<file path="config.mk">
export PLATFORM = sky130hd
export DESIGN_NAME = cron_expression_time_matcher
export DESIGN_NICKNAME = d
export VERILOG_FILES = /design/src/rtl/cetm_pkg.sv /design/src/rtl/cron_expression_time_matcher.sv
export SDC_FILE = /design/constraint.sdc
export NUM_CORES = 1
export LEC_CHECK = 0
export BUFFER_PORTS_ARGS = -buffer_cell sky130_fd_sc_hd__buf_4
export CAP_MARGIN = 5
export CORE_MARGIN = 4
export CORE_UTILIZATION = 38
export CTS_CLUSTER_DIAMETER = 120
export CTS_CLUSTER_SIZE = 8
export DETAILED_ROUTE_END_ITERATION = 7
export MAX_ROUTING_LAYER = met4
export SYNTH_ARGS = -nofsm -noshare
export SYNTH_HDL_FRONTEND = slang
export SYNTH_SLANG_ARGS = --single-unit
</file>
<file path="constraint.sdc">
create_clock -name clock -period 7.4 [get_ports clock]
set_input_delay 0.74 -clock clock [delete_from_list [all_inputs] [get_ports clock]]
set_output_delay 0.74 -clock clock [all_outputs]
set_load 0.01 [all_outputs]
</file>
<file path="src/rtl/cetm_pkg.sv">
package cetm_pkg;

   // default text store sizes
   localparam int EXPR_BUFFER  = 64;
   localparam int FIELD_BUFFER = 32;

   // token kinds
   localparam logic [1:0] KIND_PLAIN = 2'd0;
   localparam logic [1:0] KIND_RANGE = 2'd1;
   localparam logic [1:0] KIND_STEP  = 2'd2;

   // token parse phases
   localparam logic [3:0] PH_IDLE  = 4'd0;
   localparam logic [3:0] PH_STAR  = 4'd1;
   localparam logic [3:0] PH_WS1   = 4'd2;
   localparam logic [3:0] PH_SIGN1 = 4'd3;
   localparam logic [3:0] PH_DIG1  = 4'd4;
   localparam logic [3:0] PH_WS2   = 4'd5;
   localparam logic [3:0] PH_SIGN2 = 4'd6;
   localparam logic [3:0] PH_DIG2  = 4'd7;
   localparam logic [3:0] PH_FAIL  = 4'd8;
   localparam logic [3:0] PH_GOT2  = 4'd9;

   // whole-field shape tracking: "*", "*/", "*/1", anything else
   localparam logic [2:0] SHAPE_NONE  = 3'd0;
   localparam logic [2:0] SHAPE_STAR  = 3'd1;
   localparam logic [2:0] SHAPE_SLASH = 3'd2;
   localparam logic [2:0] SHAPE_ONE   = 3'd3;
   localparam logic [2:0] SHAPE_OTHER = 3'd4;

   localparam logic [7:0] CH_NUL   = 8'd0;
   localparam logic [7:0] CH_SPACE = 8'd32;
   localparam logic [7:0] CH_STAR  = 8'd42;
   localparam logic [7:0] CH_PLUS  = 8'd43;
   localparam logic [7:0] CH_COMMA = 8'd44;
   localparam logic [7:0] CH_DASH  = 8'd45;
   localparam logic [7:0] CH_SLASH = 8'd47;
   localparam logic [7:0] CH_ONE   = 8'd49;

   localparam logic [2:0] NUM_FIELDS   = 3'd5;
   localparam logic [4:0] SUNDAY_VALUE = 5'd7;
   localparam int         TIME_W       = 6;

   typedef struct packed {
      logic [7:0] ch;
      logic       last;
      logic [5:0] minute;
      logic [4:0] hour;
      logic [4:0] day_of_month;
      logic [3:0] month_index;
      logic [2:0] weekday;
   } req_type;

   typedef struct packed {
      logic matched;
      logic malformed;
   } rsp_type;

   typedef struct packed {
      logic [2:0]  field_index;
      logic [1:0]  kind;
      logic [15:0] first;
      logic        first_neg;
      logic [15:0] second;
      logic        second_neg;
      logic [3:0]  phase;
      logic [2:0]  shape;
      logic        field_hit;
      logic        all_hit;
      logic        text_ended;
   } parse_type;

   localparam parse_type PARSE_CLEAR = '{
      field_index: 3'd0, kind: KIND_PLAIN, first: 16'd0, first_neg: 1'b0,
      second: 16'd0, second_neg: 1'b0, phase: PH_IDLE, shape: SHAPE_NONE,
      field_hit: 1'b0, all_hit: 1'b1, text_ended: 1'b0};

   function automatic logic is_ws(logic [7:0] c);
      return (c == CH_SPACE) || (c >= 8'd9 && c <= 8'd13);
   endfunction

   function automatic logic is_digit(logic [7:0] c);
      return c >= 8'd48 && c <= 8'd57;
   endfunction

   // decimal accumulate, saturating at 65535
   function automatic logic [15:0] acc(logic [15:0] m, logic [7:0] c);
      logic [19:0] r;
      r = ({4'd0, m} << 3) + ({4'd0, m} << 1) + {16'd0, c[3:0]};
      return (r > 20'd65535) ? 16'hffff : r[15:0];
   endfunction

   function automatic parse_type clear_token(parse_type s);
      parse_type r;
      r = s;
      r.phase      = PH_IDLE;
      r.kind       = KIND_PLAIN;
      r.first      = 16'd0;
      r.first_neg  = 1'b0;
      r.second     = 16'd0;
      r.second_neg = 1'b0;
      return r;
   endfunction

   function automatic logic step_pending(parse_type s);
      return (s.phase != PH_IDLE) && (s.kind == KIND_STEP);
   endfunction

   function automatic parse_type end_token(parse_type s, logic [TIME_W-1:0] v,
                                           logic step_hit);
      parse_type          r;
      logic signed [17:0] sv;
      logic signed [17:0] lo;
      logic signed [17:0] hi;
      r  = s;
      sv = {12'd0, v};
      lo = s.first_neg ? -$signed({2'd0, s.first}) : $signed({2'd0, s.first});
      hi = s.second_neg ? -$signed({2'd0, s.second}) : $signed({2'd0, s.second});
      case (s.kind)
         KIND_STEP: begin
            if (!s.first_neg && s.first != 16'd0 && step_hit) r.field_hit = 1'b1;
         end
         KIND_RANGE: begin
            if ((s.phase == PH_DIG2 || s.phase == PH_GOT2) && sv >= lo && sv <= hi)
               r.field_hit = 1'b1;
         end
         default: begin
            if (lo == sv) r.field_hit = 1'b1;
         end
      endcase
      return clear_token(r);
   endfunction

   function automatic parse_type end_field(parse_type s, logic [TIME_W-1:0] v,
                                           logic step_hit);
      parse_type r;
      r = s;
      if (r.phase != PH_IDLE) r = end_token(r, v, step_hit);
      if (r.shape == SHAPE_STAR || r.shape == SHAPE_ONE) r.field_hit = 1'b1;
      if (!r.field_hit) r.all_hit = 1'b0;
      r.field_index = r.field_index + 3'd1;
      r.shape       = SHAPE_NONE;
      return r;
   endfunction

   function automatic parse_type token_char(parse_type s, logic [7:0] c);
      parse_type  r;
      logic [3:0] ph;
      r = s;
      if (c == CH_DASH && r.kind != KIND_STEP) r.kind = KIND_RANGE;
      if (r.phase == PH_IDLE && c == CH_STAR) begin
         r.phase = PH_STAR;
      end else begin
         ph = (r.phase == PH_IDLE) ? PH_WS1 : r.phase;
         r.phase = ph;
         case (ph)
            PH_STAR: begin
               if (c == CH_SLASH) begin
                  r.kind  = KIND_STEP;
                  r.phase = PH_WS1;
               end else r.phase = PH_FAIL;
            end
            PH_WS1: begin
               if (is_ws(c)) begin
                  r.phase = PH_WS1;
               end else if (c == CH_PLUS || c == CH_DASH) begin
                  r.first_neg = (c == CH_DASH);
                  r.phase     = PH_SIGN1;
               end else if (is_digit(c)) begin
                  r.first = {12'd0, c[3:0]};
                  r.phase = PH_DIG1;
               end else r.phase = PH_FAIL;
            end
            PH_SIGN1: begin
               if (is_digit(c)) begin
                  r.first = {12'd0, c[3:0]};
                  r.phase = PH_DIG1;
               end else r.phase = PH_FAIL;
            end
            PH_DIG1: begin
               if (is_digit(c)) r.first = acc(r.first, c);
               else r.phase = (c == CH_DASH) ? PH_WS2 : PH_FAIL;
            end
            PH_WS2: begin
               if (is_ws(c)) begin
                  r.phase = PH_WS2;
               end else if (c == CH_PLUS || c == CH_DASH) begin
                  r.second_neg = (c == CH_DASH);
                  r.phase      = PH_SIGN2;
               end else if (is_digit(c)) begin
                  r.second = {12'd0, c[3:0]};
                  r.phase  = PH_DIG2;
               end else r.phase = PH_FAIL;
            end
            PH_SIGN2: begin
               if (is_digit(c)) begin
                  r.second = {12'd0, c[3:0]};
                  r.phase  = PH_DIG2;
               end else r.phase = PH_FAIL;
            end
            PH_DIG2: begin
               if (is_digit(c)) r.second = acc(r.second, c);
               else r.phase = PH_GOT2;
            end
            default: begin
               r.phase = ph;
            end
         endcase
      end
      return r;
   endfunction

endpackage

</file>
<file path="src/rtl/cron_expression_time_matcher.sv">
// cron expression time matcher
//
// req channel: one character of a five-field cron expression per item, with
// the current time; last marks the final character. The time is captured on
// the first character of each expression. rsp channel: one item (matched,
// malformed) for each item that carries last, none for the others.
//
// ST_IDLE accepts and registers each character; ST_EXEC then runs it through
// the field/token parser. when the character closes a step token (star, slash,
// n), a shared restoring remainder unit runs one bit per cycle over the 6-bit
// time value in ST_MOD, then hands back to ST_EXEC. req_stall is high while
// an item is in flight.
//
// reset clears the parser and time capture and empties the result register.
// the result register lets the next characters be taken while a result waits;
// an item with last waits in the parser until a stalled result is taken.
module cron_expression_time_matcher #(
   parameter int EXPR_BUFFER  = cetm_pkg::EXPR_BUFFER,
   parameter int FIELD_BUFFER = cetm_pkg::FIELD_BUFFER
) (
   input  logic              clock,
   input  logic              reset,
   input  logic              req_valid,
   output logic              req_stall,
   input  cetm_pkg::req_type req_data,
   output logic              rsp_valid,
   input  logic              rsp_stall,
   output cetm_pkg::rsp_type rsp_data
);

   localparam int EL_W = $clog2(EXPR_BUFFER + 1);
   localparam int FL_W = $clog2(FIELD_BUFFER);
   localparam int TW   = cetm_pkg::TIME_W;

   typedef enum logic [2:0] {
      ST_IDLE = 3'b001,
      ST_EXEC = 3'b010,
      ST_MOD  = 3'b100
   } state_type;

   state_type            state_ff, state_in;
   cetm_pkg::req_type    item_ff;
   cetm_pkg::parse_type  parse_ff, parse_in;
   logic [EL_W-1:0]      elen_ff, elen_in;
   logic [FL_W-1:0]      flen_ff, flen_in;
   logic [TW-1:0]        time_ff [5];
   cetm_pkg::rsp_type    rsp_ff, rsp_in;
   logic                 rsp_valid_ff;

   // remainder unit
   logic [TW-1:0]        rem_ff, dvd_ff, rem_next;
   logic [15:0]          div_ff;
   logic [2:0]           cnt_ff;
   logic                 mod_done_ff, mod_hit_ff;
   logic [TW:0]          shifted;

   logic [TW-1:0]        cur_time;
   logic                 step_seen;
   logic [15:0]          step_n;
   logic                 accept, commit, out_busy;

   assign accept    = req_valid && !req_stall;
   assign req_stall = (state_ff != ST_IDLE);
   assign rsp_valid = rsp_valid_ff;
   assign rsp_data  = rsp_ff;
   assign out_busy  = rsp_valid_ff && rsp_stall;

   // time value of the field being parsed
   always_comb begin
      case (parse_ff.field_index)
         3'd0: cur_time = time_ff[0];
         3'd1: cur_time = time_ff[1];
         3'd2: cur_time = time_ff[2];
         3'd3: cur_time = time_ff[3];
         3'd4: cur_time = time_ff[4];
         default: cur_time = '0;
      endcase
   end

   // one character through the parser
   always_comb begin
      logic [7:0] c;
      c         = item_ff.ch;
      parse_in  = parse_ff;
      flen_in   = flen_ff;
      step_seen = 1'b0;
      step_n    = 16'd0;
      rsp_in    = rsp_ff;
      if (elen_ff < EL_W'(EXPR_BUFFER - 1) && !parse_in.text_ended) begin
         if (c == cetm_pkg::CH_NUL) begin
            parse_in.text_ended = 1'b1;
         end else if (c == cetm_pkg::CH_SPACE) begin
            if (parse_in.shape != cetm_pkg::SHAPE_NONE) begin
               if (cetm_pkg::step_pending(parse_in)) begin
                  step_seen = 1'b1;
                  step_n    = parse_in.first;
               end
               parse_in = cetm_pkg::end_field(parse_in, cur_time, mod_hit_ff);
            end
         end else if (parse_in.shape != cetm_pkg::SHAPE_NONE ||
                      parse_in.field_index < cetm_pkg::NUM_FIELDS) begin
            if (parse_in.shape == cetm_pkg::SHAPE_NONE) begin
               flen_in            = '0;
               parse_in.field_hit = 1'b0;
               parse_in           = cetm_pkg::clear_token(parse_in);
            end
            case (parse_in.shape)
               cetm_pkg::SHAPE_NONE: parse_in.shape = (c == cetm_pkg::CH_STAR) ?
                  cetm_pkg::SHAPE_STAR : cetm_pkg::SHAPE_OTHER;
               cetm_pkg::SHAPE_STAR: parse_in.shape = (c == cetm_pkg::CH_SLASH) ?
                  cetm_pkg::SHAPE_SLASH : cetm_pkg::SHAPE_OTHER;
               cetm_pkg::SHAPE_SLASH: parse_in.shape = (c == cetm_pkg::CH_ONE) ?
                  cetm_pkg::SHAPE_ONE : cetm_pkg::SHAPE_OTHER;
               default: parse_in.shape = cetm_pkg::SHAPE_OTHER;
            endcase
            // long fields stop feeding the token parser
            if (flen_in < FL_W'(FIELD_BUFFER - 1)) begin
               flen_in = flen_in + FL_W'(1);
               if (c == cetm_pkg::CH_COMMA) begin
                  if (parse_in.phase != cetm_pkg::PH_IDLE) begin
                     if (cetm_pkg::step_pending(parse_in)) begin
                        step_seen = 1'b1;
                        step_n    = parse_in.first;
                     end
                     parse_in = cetm_pkg::end_token(parse_in, cur_time, mod_hit_ff);
                  end
               end else begin
                  parse_in = cetm_pkg::token_char(parse_in, c);
               end
            end
         end
      end
      elen_in = (elen_ff < EL_W'(EXPR_BUFFER)) ? elen_ff + EL_W'(1) : elen_ff;
      if (item_ff.last) begin
         if (parse_in.shape != cetm_pkg::SHAPE_NONE) begin
            if (cetm_pkg::step_pending(parse_in)) begin
               step_seen = 1'b1;
               step_n    = parse_in.first;
            end
            parse_in = cetm_pkg::end_field(parse_in, cur_time, mod_hit_ff);
         end
         rsp_in.malformed = parse_in.field_index < cetm_pkg::NUM_FIELDS;
         rsp_in.matched   = !rsp_in.malformed && parse_in.all_hit;
         parse_in         = cetm_pkg::PARSE_CLEAR;
         elen_in          = '0;
         flen_in          = '0;
      end
   end

   // restoring remainder step, one dividend bit per cycle
   assign shifted  = {rem_ff, dvd_ff[TW-1]};
   assign rem_next = ({9'd0, shifted} >= div_ff) ?
                     TW'(shifted - div_ff[TW:0]) : shifted[TW-1:0];

   assign commit = (state_ff == ST_EXEC) && !(step_seen && !mod_done_ff) &&
                   !(item_ff.last && out_busy);

   always_comb begin
      state_in = state_ff;
      case (state_ff)
         ST_IDLE: if (accept) state_in = ST_EXEC;
         ST_EXEC: begin
            if (step_seen && !mod_done_ff) state_in = ST_MOD;
            else if (commit) state_in = ST_IDLE;
         end
         ST_MOD: if (cnt_ff == 3'd0) state_in = ST_EXEC;
         default: state_in = ST_IDLE;
      endcase
   end

   always_ff @(posedge clock) begin
      if (reset) begin
         state_ff     <= ST_IDLE;
         parse_ff     <= cetm_pkg::PARSE_CLEAR;
         elen_ff      <= '0;
         flen_ff      <= '0;
         rsp_valid_ff <= 1'b0;
         mod_done_ff  <= 1'b0;
         mod_hit_ff   <= 1'b0;
         cnt_ff       <= '0;
         for (int i = 0; i < 5; i++) time_ff[i] <= '0;
      end else begin
         state_ff <= state_in;
         // a new result replaces the one taken at this edge
         if (commit && item_ff.last) begin
            rsp_ff       <= rsp_in;
            rsp_valid_ff <= 1'b1;
         end else if (rsp_valid_ff && !rsp_stall) begin
            rsp_valid_ff <= 1'b0;
         end
         if (accept) begin
            item_ff     <= req_data;
            mod_done_ff <= 1'b0;
            if (elen_ff == '0) begin
               time_ff[0] <= req_data.minute;
               time_ff[1] <= {1'b0, req_data.hour};
               time_ff[2] <= {1'b0, req_data.day_of_month};
               time_ff[3] <= {2'b0, req_data.month_index} + TW'(1);
               time_ff[4] <= (req_data.weekday == 3'd0) ?
                             TW'(cetm_pkg::SUNDAY_VALUE) : {3'b0, req_data.weekday};
            end
         end
         if (state_ff == ST_EXEC && step_seen && !mod_done_ff) begin
            rem_ff <= '0;
            dvd_ff <= cur_time;
            div_ff <= step_n;
            cnt_ff <= 3'(TW - 1);
         end
         if (state_ff == ST_MOD) begin
            rem_ff <= rem_next;
            dvd_ff <= dvd_ff << 1;
            cnt_ff <= cnt_ff - 3'd1;
            if (cnt_ff == 3'd0) begin
               mod_done_ff <= 1'b1;
               mod_hit_ff  <= (rem_next == '0);
            end
         end
         if (commit) begin
            parse_ff <= parse_in;
            elen_ff  <= elen_in;
            flen_ff  <= flen_in;
         end
      end
   end

   a_mod_returns: assert property (@(posedge clock) disable iff (reset)
      (state_ff == ST_MOD && cnt_ff == 3'd0) |=> (state_ff == ST_EXEC && mod_done_ff))
      else $error("remainder unit did not hand back to the parser");

   a_step_runs_unit: assert property (@(posedge clock) disable iff (reset)
      (state_ff == ST_EXEC && step_seen && !mod_done_ff) |=> (state_ff == ST_MOD))
      else $error("step token closed without a remainder pass");

   a_rsp_from_last: assert property (@(posedge clock) disable iff (reset)
      $rose(rsp_valid_ff) |-> $past(commit && item_ff.last))
      else $error("result raised without a final character");

   a_rsp_exclusive: assert property (@(posedge clock) disable iff (reset)
      rsp_valid_ff |-> !(rsp_ff.matched && rsp_ff.malformed))
      else $error("result both matched and malformed");

endmodule
</file>
==> metrics.md <==
| Metric | Value |
|---|---|
| Final GP Congestion | `0.983` |
| First-pass DRT Iterations | `6` |
| Critical path buffers and inverters | `1` |
| WL per Instance | `22.3 um` |
| Share of the synthesized area in the top cell type | `0.136` |
| Area occupied by multi-input gates | `9970 um2` |
| FF+latch count, synth | `133` |
| Remaining DRCs | `0` |
| Post-Route WL | `50100 um` |
| Status | `completed` |
| Switching part of the total | `0.307` |
| Ports | `40` |
| Clk slew on worst S/H paths | `0.08 ns` |
| Kind of cell adding the most delay to the critical path | `compound AO/OA/AOI/OAI gates` |
| Worst-case vdd ir drop | `165 uV` |
| Cells after Synth | `1786` |
| Die height | `200 um` |
| Slew HR | `0.180` |
| Initial antenna violation count | `0` |
| CTS Root Cell | `clkbuf_16` |
| Highest-delay cell along the critical path | `or3_4` |
| TNS Setup | `0 ns` |
| Syn_area_per_cell | `7.81 um2` |
| Worst-Skew Late Latency | `0.46 ns` |
| Post-synth EDFFs | `63` |
| Internal power | `0.00145 W` |
| Min Clock Period, post-route | `6.97 ns` |
| Cell taking the most area after synthesis | `edfxtp_1` |
| Worst hold path stage count | `1` |
| Comb pwr share | `0.173` |
| Synth Net Count | `1955` |
| Antenna diodes | `0` |
| Setup CP Type | `register to register` |
| DIE WIDTH | `200 um` |
| Post-CTS setup buffers | `0` |
| Fillers | `3726` |
| Total track usage | `0.254` |
| FFs w/ async S/R, synth | `0` |
| Sequential cell fraction of total power | `0.402` |
| Placed insts | `2211` |
| Achievable Freq | `0.144 GHz` |
| Total design power | `0.00209 W` |
| Switching power | `0.000641 W` |
| DR vias | `14200` |
| Vias per cell | `6.33` |
| Commonest cells in the netlist | `191 x nor2_1, 174 x nand2_1, 129 x ha_1` |
| Fin nets | `1938` |
| Row count | `69` |
| CP Max Fanout | `15` |
| Syn Std Cell Area | `13900 um2` |
| DRT antenna net count | `0` |
| Worst-Margin Slew | `1.23 ns` |
| CTS Hold Buffers Added | `0` |
| Register Area | `3290 um2` |
| Period utilisation layout | `0.941` |
| Lkg Pwr | `6.06 nW` |
| Non-Filler Instances | `2243` |
| CTS tree | `yes` |
| Largest net degree at the start of global routing | `80` |
| Hold EP | `item_ff[29]$_DFFE_PP_` |
| Core area | `35900 um2` |
| Layout area overhead | `8.98%` |
| Layout cell share with drive strength beyond 1 | `0.0943` |
| Crit Reg-Reg Endpoint | `rsp_data[1]$_DFFE_PP_` |
| R2r startpoint | `parse_ff[3]$_SDFFE_PP0P_` |
| Cell with the most instances after synthesis | `nor2_1` |
| First-pass GRT wire length | `77200 um` |
| Synth area leaders | `edfxtp_1 14%, ha_1 12%, dfxtp_1 10%` |
| Worst Path Arrival | `7.17 ns` |
| Slew Viols, Final | `0` |
| Worst hold slack | `0.451 ns` |
| Cts bufs inserted | `17` |
| Worst hold path type | `input pin to register` |
| Internal reg-to-reg setup slack | `0.43 ns` |
| Critical Path Start Type | `register` |
| Crit path required time | `7.61 ns` |
| Top FF cell, synth | `dfxtp_1` |
| Endpoint type of the worst setup path | `register` |
| Final Hold Viols | `0` |
| Final Skew | `0.0213 ns` |
| RSZ-0062 raised after global routing | `false` |
| Synth cell types | `108` |
| Post-DP Area | `14600 um2` |
| Iter 0 DRT Violations | `1509` |
| Slowest stage delay, CP | `0.54 ns` |
| Max cap viols | `0` |
| DP HPWL | `38000 um` |
| H-tree depth | `4` |
| Power Dens Cells | `137 nW/um2` |
| Initial cell density of the core | `0.388` |
| CP most frequent cell | `a21oi_1` |
| Total grt overflow | `0` |
| Min-Delay Startpoint | `req_data[29]` |
| Cell area after layout | `15200 um2` |
| Clk sink count | `133` |
| Sequential area share after synthesis | `0.236` |
| DIE AREA | `39800 um2` |
| Post-cts resize count | `0` |
| Final Setup Violations | `0` |
| Synth warn | `0` |
| CTS Buffer Depth | `2` |
| PortBufs | `39` |
| Clock power frac | `0.425` |
| Number of global-route vias before repair | `13300` |
| R2R cell count | `26` |
-- cell usage in the layout, fill, tap and decap left out, types with 8 or more instances in the layout --
| cell | synthesis | layout |
|---|---|---|
| nor2_1 | 191 | 191 |
| nand2_1 | 174 | 173 |
| ha_1 | 129 | 129 |
| a21oi_1 | 106 | 106 |
| o21ai_0 | 94 | 94 |
| inv_1 | 73 | 73 |
| dfxtp_1 | 70 | 70 |
| buf_4 | 1 | 65 |
| edfxtp_1 | 63 | 63 |
| a22oi_1 | 52 | 52 |
| nor3_1 | 51 | 50 |
| nand3_1 | 46 | 46 |
| and2_1 | 39 | 39 |
| xnor2_1 | 30 | 30 |
| o22ai_1 | 27 | 27 |
| nor4_1 | 27 | 27 |
| xor2_1 | 27 | 27 |
| nor2b_1 | 27 | 27 |
| o21a_1 | 24 | 24 |
| a31oi_1 | 24 | 24 |
| a211oi_1 | 23 | 23 |
| nand2b_1 | 22 | 22 |
| nand4_1 | 21 | 21 |
| a21o_1 | 20 | 20 |
| o211ai_1 | 17 | 17 |
| mux2i_1 | 17 | 17 |
| clkbuf_16 | 0 | 17 |
| or3_1 | 15 | 15 |
| o21ai_1 | 13 | 13 |
| or2_2 | 13 | 13 |
| and3_1 | 13 | 13 |
| o41ai_1 | 11 | 11 |
| a32oi_1 | 10 | 10 |
| a21boi_0 | 10 | 10 |
| a221oi_1 | 10 | 10 |
| nor3b_1 | 9 | 9 |
| o31ai_1 | 9 | 9 |
| or4_1 | 8 | 8 |
| o21bai_1 | 8 | 8 |
| and4_1 | 8 | 8 |
-- cell families (layout without fill, tap and decap cells) --
logic type	after synthesis	in the layout	share of synthesized area
simple gates	709	709	0.259
compound gates	556	556	0.279
buf+inv	174	170	0.0503
fa+ha+maj	134	134	0.122
flops	133	133	0.236
xor+xnor	58	58	0.0370
mux	22	22	0.0162
-- flip-flops by register name, indices dropped and copies added (netlist names) --
signal and count:
parse_ff 49, time_ff 24, div_ff 16, item_ff 9, elen_ff 7, dvd_ff 6, rem_ff 6, flen_ff 5
cnt_ff 3, state_ff 3, rsp_data 2, mod_done_ff 1, mod_hit_ff 1, rsp_valid 1
-- power groups by stage --
| stage | logic [W] | registers (W) | clock network [W] |
|---|---|---|---|
| floorplan | 0.000241 | 0.000842 | 0 |
| global placement | 0.000351 | 0.000855 | 0 |
| detailed placement | 0.000355 | 0.000856 | 0 |
| CTS | 0.000357 | 0.000840 | 0.000903 |
| global route | 0.000399 | 0.000844 | 0.000931 |
| finish | 0.000361 | 0.000841 | 0.000888 |
-- stage by stage --
step	util	setup WS, ns
after CTS	0.423	0.543
after floorplan	-	0.785
after global routing	0.423	0.0855
after detailed placement	0.407	0.642
after global placement	0.407	0.843
final	0.423	0.435
-- layout make-up --
| type | count | area share |
|---|---|---|
| Clock buffer | 17 | 0.0280 |
| Clock inverter | 15 | 0.0112 |
| Inverter | 73 | 0.0180 |
| Multi-Input combinational cell | 1479 | 0.656 |
| Sequential cell | 133 | 0.217 |
| Tap cell | 461 | 0.0379 |
| Timing Repair Buffer | 65 | 0.0321 |
-- worst max-delay path by stage --
stage	start	endpoint	slack, ns	depth (start not counted)
6_report	parse_ff[3]$_SDFFE_PP0P_	rsp_data[1]$_DFFE_PP_	0.43	26
5_1_grt	parse_ff[3]$_SDFFE_PP0P_	rsp_data[1]$_DFFE_PP_	0.09	26
4_1_cts	parse_ff[3]$_SDFFE_PP0P_	rsp_data[1]$_DFFE_PP_	0.54	26
3_5_place_dp	parse_ff[3]$_SDFFE_PP0P_	rsp_data[1]$_DFFE_PP_	0.64	25
3_3_place_gp	parse_ff[3]$_SDFFE_PP0P_	rsp_data[1]$_DFFE_PP_	0.84	26
2_1_floorplan	parse_ff[5]$_SDFFE_PP0P_	rsp_data[1]$_DFFE_PP_	0.78	34
-- metal layers --
layer | part of all wire | global-route usage
met5 | 0 | -
met3 | 0.067 | 0.0364
met4 | 0.036 | 0.0918
met2 | 0.47 | 0.411
met1 | 0.42 | 0.325
Power figures use the tool's default switching activity.
